--- src/hw/rtl/prq_pkg.sv ---
package prq_pkg;

  // Sizes of the queue and of the task id space.
  localparam int QUEUE_DEPTH   = 32;
  localparam int TASK_COUNT    = 64;
  localparam int PRIORITY_BITS = 8;

  // Field widths fixed by the interface.
  localparam int TASK_ID_W = 6;
  localparam int PRIO_W    = 8;
  localparam int CMD_W     = 2;
  localparam int STATUS_W  = 2;

  // Derived widths of the queue bookkeeping.
  localparam int IDX_W = $clog2(QUEUE_DEPTH);
  localparam int CNT_W = $clog2(QUEUE_DEPTH + 1);

  // Only the low PRIORITY_BITS bits of a priority take part.
  localparam logic [PRIO_W-1:0] PRIO_MASK = PRIO_W'((1 << PRIORITY_BITS) - 1);

  // Stream payload widths, padded to whole bytes.
  localparam int IN_DATA_W  = 16;
  localparam int OUT_DATA_W = 16;

  typedef enum logic [CMD_W-1:0] {
    CMD_ENQUEUE = 2'd0,
    CMD_PICK    = 2'd1,
    CMD_STEAL   = 2'd2
  } cmd_e;

  typedef enum logic [STATUS_W-1:0] {
    ST_DONE    = 2'd0,
    ST_IGNORED = 2'd1,
    ST_FULL    = 2'd2,
    ST_EMPTY   = 2'd3
  } status_e;

  // One queue slot.
  typedef struct packed {
    logic [TASK_ID_W-1:0] id;
    logic [PRIO_W-1:0]    prio;
  } entry_t;

  // Commands from the controller to the datapath.
  typedef struct packed {
    logic load;    // capture the incoming item
    logic commit;  // execute the held item and load the result register
  } ctrl_cmd_t;

endpackage

--- src/hw/rtl/prq_ctrl.sv ---
module prq_ctrl (
  input  logic                  clk_i,
  input  logic                  rst_ni,
  input  logic                  in_valid_i,
  output logic                  in_ready_o,
  output logic                  out_valid_o,
  input  logic                  out_ready_i,
  output prq_pkg::ctrl_cmd_t    cmd_o
);

  typedef enum logic [1:0] {
    S_IDLE = 2'b01,
    S_EXEC = 2'b10
  } state_e;

  state_e state_q, state_d;
  logic   out_valid_q, out_valid_d;
  logic   slot_free;

  // The result register is free when empty or when its transfer happens now.
  assign slot_free = !out_valid_q || out_ready_i;

  assign in_ready_o    = (state_q == S_IDLE);
  assign cmd_o.load    = (state_q == S_IDLE) && in_valid_i;
  assign cmd_o.commit  = (state_q == S_EXEC) && slot_free;
  assign out_valid_o   = out_valid_q;

  // Next state: S_IDLE captures an item, S_EXEC executes it once the result register is free.
  always_comb begin
    state_d = state_q;
    unique case (state_q)
      S_IDLE: begin
        if (in_valid_i) begin
          state_d = S_EXEC;
        end
      end
      S_EXEC: begin
        if (slot_free) begin
          state_d = S_IDLE;
        end
      end
      default: state_d = S_IDLE;
    endcase
  end

  // Result valid flag.
  always_comb begin
    out_valid_d = out_valid_q;
    if (out_valid_q && out_ready_i) begin
      out_valid_d = 1'b0;
    end
    if (cmd_o.commit) begin
      out_valid_d = 1'b1;
    end
  end

  always_ff @(posedge clk_i or negedge rst_ni) begin
    if (!rst_ni) begin
      state_q     <= S_IDLE;
      out_valid_q <= 1'b0;
    end else begin
      state_q     <= state_d;
      out_valid_q <= out_valid_d;
    end
  end

endmodule

--- src/hw/rtl/prq_dp.sv ---
module prq_dp (
  input  logic                              clk_i,
  input  logic                              rst_ni,
  input  prq_pkg::ctrl_cmd_t                cmd_i,
  input  logic [prq_pkg::CMD_W-1:0]         in_command_i,
  input  logic [prq_pkg::TASK_ID_W-1:0]     in_task_id_i,
  input  logic [prq_pkg::PRIO_W-1:0]        in_task_priority_i,
  input  logic                              in_was_runnable_i,
  input  logic                              cfg_we_i,
  input  logic                              cfg_data_i,
  output logic [prq_pkg::STATUS_W-1:0]      status_o,
  output logic [prq_pkg::TASK_ID_W-1:0]     out_task_id_o,
  output logic [prq_pkg::PRIO_W-1:0]        out_task_priority_o,
  output logic                              preempt_request_o
);

  localparam int D = prq_pkg::QUEUE_DEPTH;

  // Held item.
  prq_pkg::cmd_e                    cmd_q;
  logic [prq_pkg::TASK_ID_W-1:0]    id_q;
  logic [prq_pkg::PRIO_W-1:0]       prio_q;
  logic                             run_q;

  // Scheduler state.
  prq_pkg::entry_t                  ent_q [D];
  prq_pkg::entry_t                  ent_d [D];
  logic [prq_pkg::CNT_W-1:0]        count_q, count_d;
  logic [prq_pkg::TASK_COUNT-1:0]   queued_q, queued_d;
  logic [prq_pkg::TASK_COUNT-1:0]   front_q, front_d;
  logic [prq_pkg::TASK_ID_W-1:0]    cur_id_q, cur_id_d;
  logic [prq_pkg::PRIO_W-1:0]       cur_prio_q, cur_prio_d;
  logic                             pe_q;

  // Result register.
  prq_pkg::status_e                 res_status_q, res_status_d;
  logic [prq_pkg::TASK_ID_W-1:0]    res_id_q, res_id_d;
  logic [prq_pkg::PRIO_W-1:0]       res_prio_q, res_prio_d;
  logic                             res_pre_q, res_pre_d;

  // Per-slot insert and pop views.
  logic                             keep [D];
  prq_pkg::entry_t                  ins_ent [D];
  prq_pkg::entry_t                  shl_ent [D];
  prq_pkg::entry_t                  new_ent;
  prq_pkg::entry_t                  pop_ent;
  logic [prq_pkg::IDX_W-1:0]        tail_idx;
  logic                             ins_front;
  logic                             id_ok;
  logic                             enq_ignore;
  logic                             q_full;
  logic                             q_empty;
  logic                             preempt;

  assign new_ent.id   = id_q;
  assign new_ent.prio = prio_q;
  assign id_ok        = (32'(id_q) < prq_pkg::TASK_COUNT);
  assign enq_ignore   = (id_q == '0) || !id_ok || queued_q[id_q];
  assign q_full       = (count_q == prq_pkg::CNT_W'(D));
  assign q_empty      = (count_q == '0);
  assign ins_front    = front_q[id_q];
  assign tail_idx     = prq_pkg::IDX_W'(count_q - prq_pkg::CNT_W'(1));
  assign preempt      = !run_q && pe_q && (cur_id_q != '0) && (prio_q < cur_prio_q);

  // Each slot decides for itself whether it stays, takes the new task or
  // takes its upper neighbor; the queue is sorted, so the kept slots are a
  // prefix.
  always_comb begin
    for (int i = 0; i < D; i++) begin
      keep[i] = (prq_pkg::CNT_W'(i) < count_q) &&
                (ins_front ? (ent_q[i].prio < prio_q) : (ent_q[i].prio <= prio_q));
    end
    for (int i = 0; i < D; i++) begin
      if (keep[i]) begin
        ins_ent[i] = ent_q[i];
      end else if (i == 0) begin
        ins_ent[i] = new_ent;
      end else if (keep[i-1]) begin
        ins_ent[i] = new_ent;
      end else begin
        ins_ent[i] = ent_q[i-1];
      end
      shl_ent[i] = (i < D - 1) ? ent_q[i+1] : ent_q[i];
    end
  end

  // Command execution.
  always_comb begin
    ent_d        = ent_q;
    count_d      = count_q;
    queued_d     = queued_q;
    front_d      = front_q;
    cur_id_d     = cur_id_q;
    cur_prio_d   = cur_prio_q;
    res_status_d = prq_pkg::ST_IGNORED;
    res_id_d     = '0;
    res_prio_d   = '0;
    res_pre_d    = 1'b0;
    pop_ent      = (cmd_q == prq_pkg::CMD_PICK) ? ent_q[0] : ent_q[tail_idx];
    unique case (cmd_q)
      prq_pkg::CMD_ENQUEUE: begin
        if (enq_ignore) begin
          res_status_d = prq_pkg::ST_IGNORED;
        end else if (q_full) begin
          res_status_d = prq_pkg::ST_FULL;
        end else begin
          ent_d          = ins_ent;
          count_d        = count_q + prq_pkg::CNT_W'(1);
          queued_d[id_q] = 1'b1;
          front_d[id_q]  = 1'b0;
          if (preempt) begin
            res_pre_d         = 1'b1;
            front_d[cur_id_q] = 1'b1;
          end
          res_status_d = prq_pkg::ST_DONE;
        end
      end
      prq_pkg::CMD_PICK, prq_pkg::CMD_STEAL: begin
        if (q_empty) begin
          res_status_d = prq_pkg::ST_EMPTY;
        end else begin
          if (cmd_q == prq_pkg::CMD_PICK) begin
            ent_d      = shl_ent;
            cur_id_d   = pop_ent.id;
            cur_prio_d = pop_ent.prio;
          end
          count_d             = count_q - prq_pkg::CNT_W'(1);
          queued_d[pop_ent.id] = 1'b0;
          res_status_d        = prq_pkg::ST_DONE;
          res_id_d            = pop_ent.id;
          res_prio_d          = pop_ent.prio;
        end
      end
      default: res_status_d = prq_pkg::ST_IGNORED;
    endcase
  end

  // Control state and bookkeeping.
  always_ff @(posedge clk_i or negedge rst_ni) begin
    if (!rst_ni) begin
      count_q    <= '0;
      queued_q   <= '0;
      front_q    <= '0;
      cur_id_q   <= '0;
      cur_prio_q <= '0;
      pe_q       <= 1'b1;
    end else begin
      if (cmd_i.commit) begin
        count_q    <= count_d;
        queued_q   <= queued_d;
        front_q    <= front_d;
        cur_id_q   <= cur_id_d;
        cur_prio_q <= cur_prio_d;
      end
      if (cfg_we_i) begin
        pe_q <= cfg_data_i;
      end
    end
  end

  // Payload registers: held item, queue slots and result.
  always_ff @(posedge clk_i) begin
    if (cmd_i.load) begin
      cmd_q  <= prq_pkg::cmd_e'(in_command_i);
      id_q   <= in_task_id_i;
      prio_q <= in_task_priority_i & prq_pkg::PRIO_MASK;
      run_q  <= in_was_runnable_i;
    end
    if (cmd_i.commit) begin
      ent_q        <= ent_d;
      res_status_q <= res_status_d;
      res_id_q     <= res_id_d;
      res_prio_q   <= res_prio_d;
      res_pre_q    <= res_pre_d;
    end
  end

  assign status_o            = res_status_q;
  assign out_task_id_o       = res_id_q;
  assign out_task_priority_o = res_prio_q;
  assign preempt_request_o   = res_pre_q;

endmodule

--- src/hw/rtl/priority_run_queue_top.sv ---
// Channel   Direction  Payload
// s_axis    in         tuser: command; tdata: task_id, task_priority, was_runnable
// m_axis    out        tuser: status; tdata: out_task_id, out_task_priority, preempt_request
// cfg       in         cfg_data_i: preemption_enabled
//
// Each command is first captured into the held item and then run through
// the sorted shift-register queue, whose slots all compare and move in
// parallel. Execution waits while the result register still holds an
// untaken result; a new item is accepted while a result waits.
// Reset empties the queue, clears all marks, makes the idle task current and
// enables preemption; no clearing pass is needed.
module priority_run_queue_top (
  input  logic                              clk_i,
  input  logic                              rst_ni,
  input  logic                              s_axis_tvalid,
  output logic                              s_axis_tready,
  // [5:0] task_id, [13:6] task_priority, [14] was_runnable, [15] zero
  input  logic [prq_pkg::IN_DATA_W-1:0]     s_axis_tdata,
  // [1:0] command
  input  logic [prq_pkg::CMD_W-1:0]         s_axis_tuser,
  output logic                              m_axis_tvalid,
  input  logic                              m_axis_tready,
  // [5:0] out_task_id, [13:6] out_task_priority, [14] preempt_request, [15] zero
  output logic [prq_pkg::OUT_DATA_W-1:0]    m_axis_tdata,
  // [1:0] status
  output logic [prq_pkg::STATUS_W-1:0]      m_axis_tuser,
  input  logic                              cfg_valid_i,
  output logic                              cfg_ready_o,
  input  logic                              cfg_data_i
);

  prq_pkg::ctrl_cmd_t               ctrl_cmd;
  logic [prq_pkg::TASK_ID_W-1:0]    res_id;
  logic [prq_pkg::PRIO_W-1:0]       res_prio;
  logic                             res_pre;
  logic                             s_xfer;

  assign cfg_ready_o = 1'b1;
  assign s_xfer      = s_axis_tvalid && s_axis_tready;

  prq_ctrl u_ctrl (
    .clk_i       (clk_i),
    .rst_ni      (rst_ni),
    .in_valid_i  (s_axis_tvalid),
    .in_ready_o  (s_axis_tready),
    .out_valid_o (m_axis_tvalid),
    .out_ready_i (m_axis_tready),
    .cmd_o       (ctrl_cmd)
  );

  prq_dp u_dp (
    .clk_i               (clk_i),
    .rst_ni              (rst_ni),
    .cmd_i               (ctrl_cmd),
    .in_command_i        (s_axis_tuser),
    .in_task_id_i        (s_axis_tdata[5:0]),
    .in_task_priority_i  (s_axis_tdata[13:6]),
    .in_was_runnable_i   (s_axis_tdata[14]),
    .cfg_we_i            (cfg_valid_i),
    .cfg_data_i          (cfg_data_i),
    .status_o            (m_axis_tuser),
    .out_task_id_o       (res_id),
    .out_task_priority_o (res_prio),
    .preempt_request_o   (res_pre)
  );

  assign m_axis_tdata = {1'b0, res_pre, res_prio, res_id};

  // A preemption request comes only with a completed enqueue.
  assert property (@(posedge clk_i) disable iff (!rst_ni)
    m_axis_tvalid && m_axis_tdata[14] |-> m_axis_tuser == prq_pkg::ST_DONE)
    else $error("preemption request on a result that is not done");

  // A result without a popped task carries zero id and priority.
  assert property (@(posedge clk_i) disable iff (!rst_ni)
    m_axis_tvalid && (m_axis_tuser == prq_pkg::ST_EMPTY ||
                      m_axis_tuser == prq_pkg::ST_FULL ||
                      m_axis_tuser == prq_pkg::ST_IGNORED)
    |-> m_axis_tdata[13:0] == '0)
    else $error("task fields set on a result without a popped task");

  // An accepted item is executed before the next one is taken.
  assert property (@(posedge clk_i) disable iff (!rst_ni)
    s_xfer |=> !s_axis_tready)
    else $error("input accepted again before execution");

  // A result appears only in the cycle after execution, never directly after capture.
  assert property (@(posedge clk_i) disable iff (!rst_ni)
    s_xfer && !m_axis_tvalid |=> !m_axis_tvalid)
    else $error("result produced without an execute cycle");

endmodule
--- config.mk ---
export PLATFORM = sky130hd
export DESIGN_NAME = priority_run_queue_top
export DESIGN_NICKNAME = d
export VERILOG_FILES = /design/src/hw/rtl/prq_pkg.sv /design/src/hw/rtl/prq_ctrl.sv /design/src/hw/rtl/prq_dp.sv /design/src/hw/rtl/priority_run_queue_top.sv
export SDC_FILE = /design/constraint.sdc
export NUM_CORES = 2
export LEC_CHECK = 0
export BUFFER_PORTS_ARGS = -buffer_cell sky130_fd_sc_hd__buf_2
export CAP_MARGIN = 20
export CORE_MARGIN = 10
export CORE_UTILIZATION = 60
export DETAILED_ROUTE_END_ITERATION = 8
export PLACE_DENSITY = 0.76
export SETUP_SLACK_MARGIN = 0.5
export SLEW_MARGIN = 20
export SYNTH_ARGS = -nofsm -noshare
export SYNTH_HDL_FRONTEND = slang
export SYNTH_SLANG_ARGS = --single-unit
--- constraint.sdc ---
create_clock -name clk_i -period 11.5 [get_ports clk_i]
set_input_delay 2.3 -clock clk_i [delete_from_list [all_inputs] [get_ports clk_i]]
set_output_delay 2.3 -clock clk_i [all_outputs]
set_load 0.05 [all_outputs]
==> flow_summary.json <==
{
  "status": "finished, final reports clean",
  "gp_congestion": 1.00,
  "area_delta_synth_final_pct": 7.57,
  "drive_gt1_share_pct": 12.9,
  "cts-resized-gates": 0,
  "crit_fanout": 63,
  "grt_pass1_vias": 37800,
  "insertion_delay_ns": 0.68,
  "synth_edf_count": 482,
  "dp.cells": 5101,
  "path_cells": "inv_1 > ha_4 > buf_4 > mux4_2 > mux4_2 > mux2i_1 > o21ai_1 > or2_2 > nor3b_2 > nand2_1 > a22o_1",
  "placementRows": 99,
  "finalCritPeriodShare_pct": 54.4,
  "dp_hpwl_um": 107000,
  "cap_violations": 0,
  "whs_ns": 0.389,
  "clkTransAtPathRegs_ns": 0.06,
  "hold_violations": 0,
  "fin_cells": 5243,
  "grt_pass1_wl_um": 243000,
  "ir_drop_mv": 0.163,
  "leakagePower_nw": 18.0,
  "synth_area_um2": 44700,
  "grt_max_degree": 241,
  "cp_common_cell": "mux4_2",
  "cts_sinks": 634,
  "synthFlopType": "edfxtp_1",
  "post_cts.repair.setup_buffers": 0,
  "cts_hold_buf": 0,
  "vias": 40800,
  "slowest_stage": "ha_4",
  "synth_top_area_share_pct": 32.4,
  "drc": 0,
  "firstDrtPassIters": 6,
  "syn-num-nets": 4664,
  "cts_root_buffer": "clkbuf_16",
  "slew_headroom_pct": 11.0,
  "start_util_pct": 60.9,
  "io_buffer_count": 41,
  "drt_iter0_drc": 6927,
  "final_common_cell": "edfxtp_1",
  "overflow": 0,
  "ctsLongestPathBuffers": 3,
  "max_stage_delay_ns": 1.03,
  "crit_buf_inv": 2,
  "critical-path-top-delay-family": "multiplexers",
  "drt-vias-per-instance": 7.79,
  "slew_violations": 0,
  "critPathLaunchType": "flip-flop",
  "io_pins": 45,
  "h-tree-depth": 3,
  "crit_type": "flip-flop to flip-flop",
  "cts_made_buffers": 74,
  "worst_pin_slew_ns": 1.33,
  "nets": 4515,
  "synth_cell_types": 96,
  "reg2reg_depth": 11,
  "synth_seq_area_share_pct": 40.9,
  "critical_path_cell_count": 11,
  "coreArea_um2": 73300,
  "min_path_cells": 0,
  "die_h_um": 293,
  "fmax_mhz": 160,
  "die_width_um": 293,
  "layout_common_cells": "edfxtp_1 (482), o21ai_0 (437), nor2_1 (304)",
  "die-area_um2": 85800,
  "holdCritPathClass": "flip-flop to flip-flop",
  "drt_wl_total_um": 163000,
  "ys_seq_elements": 634,
  "rsz0062_at_grt": "no",
  "synthTopCellsByArea": "edfxtp_1 (32%), dfrtp_1 (8.4%), ha_1 (7.6%)",
  "synth.avg_cell_area_um2": 10.2,
  "endpoint_kind": "flip-flop",
  "gr-usage-all-layers_pct": 36.8,
  "power_density_nw_per_um2": 217,
  "netlist_instances": 4368,
  "async_reset_ff_share_pct": 24.0,
  "fin_crit_ns": 6.26,
  "setup_viol": 0,
  "yosysTopAreaCell": "edfxtp_1",
  "cp.arrival_ns": 6.82,
  "yosysWarnings": 0,
  "worstPathRequired_ns": 12.06,
  "finalSetupTns_ns": 0,
  "tritoncts": "done",
  "clock_skew_ns": 0.0509,
  "drt-wirelength-per-cell_um": 31.2,
  "antenna_found_initial": 8,
  "drtAntennaViolNets": 0
}
-- kinds of logic after synthesis --
logic type      after synthesis  share of synthesized area, %
simple gates               1136                          12.9
xor+xnor                     10                         0.255
fa+ha+maj                   272                          7.62
buf+inv                     474                          4.64
flops                       634                          40.9
compound gates             1571                          23.5
other cells                   2                        0.0168
mux                         269                          10.1
-- worst paths after layout --
| check | start | end | slack [ns] |
|---|---|---|---|
| max in group asynchronous | rst_ni | u_dp.front_q[29] | 8.42 |
| setup reg to reg | u_dp.count_q[0] | u_dp.queued_q[57] | 5.24 |
| min in group asynchronous | rst_ni | u_dp.queued_q[13] | 1.68 |
| setup / recovery | u_dp.count_q[0] | u_dp.queued_q[57] | 5.24 |
| hold reg to reg | u_dp.front_q[0] | u_dp.front_q[0] | 0.39 |
| hold / removal | u_dp.front_q[0] | u_dp.front_q[0] | 0.39 |
-- layout make-up --
type / count / area (µm²)
repair buffers: 181 / 1310
diodes: 3 / 7.51
clock buffers: 93 / 1970
inverters: 68 / 260
clock inverters: 45 / 538
well taps: 959 / 1200
fillers: 5733 / 25300
multi-input cells: 3260 / 24500
flip-flops and latches: 634 / 18300
-- layer usage --
metal | GRT usage [%] | wire length, µm | up-vias
met5 | 0 | 113 | -
li1 | - | - | 17000
met4 | 22.4 | 11700 | 16
met1 | 47.3 | 56900 | 19500
met3 | 11.7 | 25100 | 716
met2 | 53.9 | 69600 | 3626
-- cells in the mapped netlist, drive strengths merged (121+ instances only) --
cell type / n
ha: 272
nor2: 314
nor3: 272
o21ai: 459
nand2: 174
edfxtp: 482
a31oi: 135
clkbuf: 285
a21oi: 296
buf: 121
mux4: 143
dfrtp: 150
-- power by group --
group | internal [W] | switching, W
Sequential | 0.00272 | 0.000181
Clock | 0.00140 | 0.00109
Combinational | 0.00174 | 0.00331
Total | 0.00586 | 0.00457
-- stage by stage --
stage	worst slack, ns	util (%)	total power (W)	area [µm²]
after floorplan	6.29	-	0.00618	44700
after global placement	5.43	62.0	0.00758	45500
after detailed placement	5.32	62.0	0.00767	45500
after CTS	5.32	65.4	0.0101	48000
after global routing	5.13	65.5	0.0107	48000
final	5.24	65.5	0.0104	48000
-- state kept, by name, summed over array words and instances (netlist names), 6 cells and up --
signal                    cells
u_dp.prio_q                   8
u_dp.ent_q                  448
u_dp.front_q                 64
u_dp.out_task_id_o            6
u_dp.id_q                     6
u_dp.count_q                  6
u_dp.cur_prio_q               8
u_dp.cur_id_q                 6
u_dp.out_task_priority_o      8
u_dp.queued_q                64
Note: power is estimated with default switching activity, not from simulation.
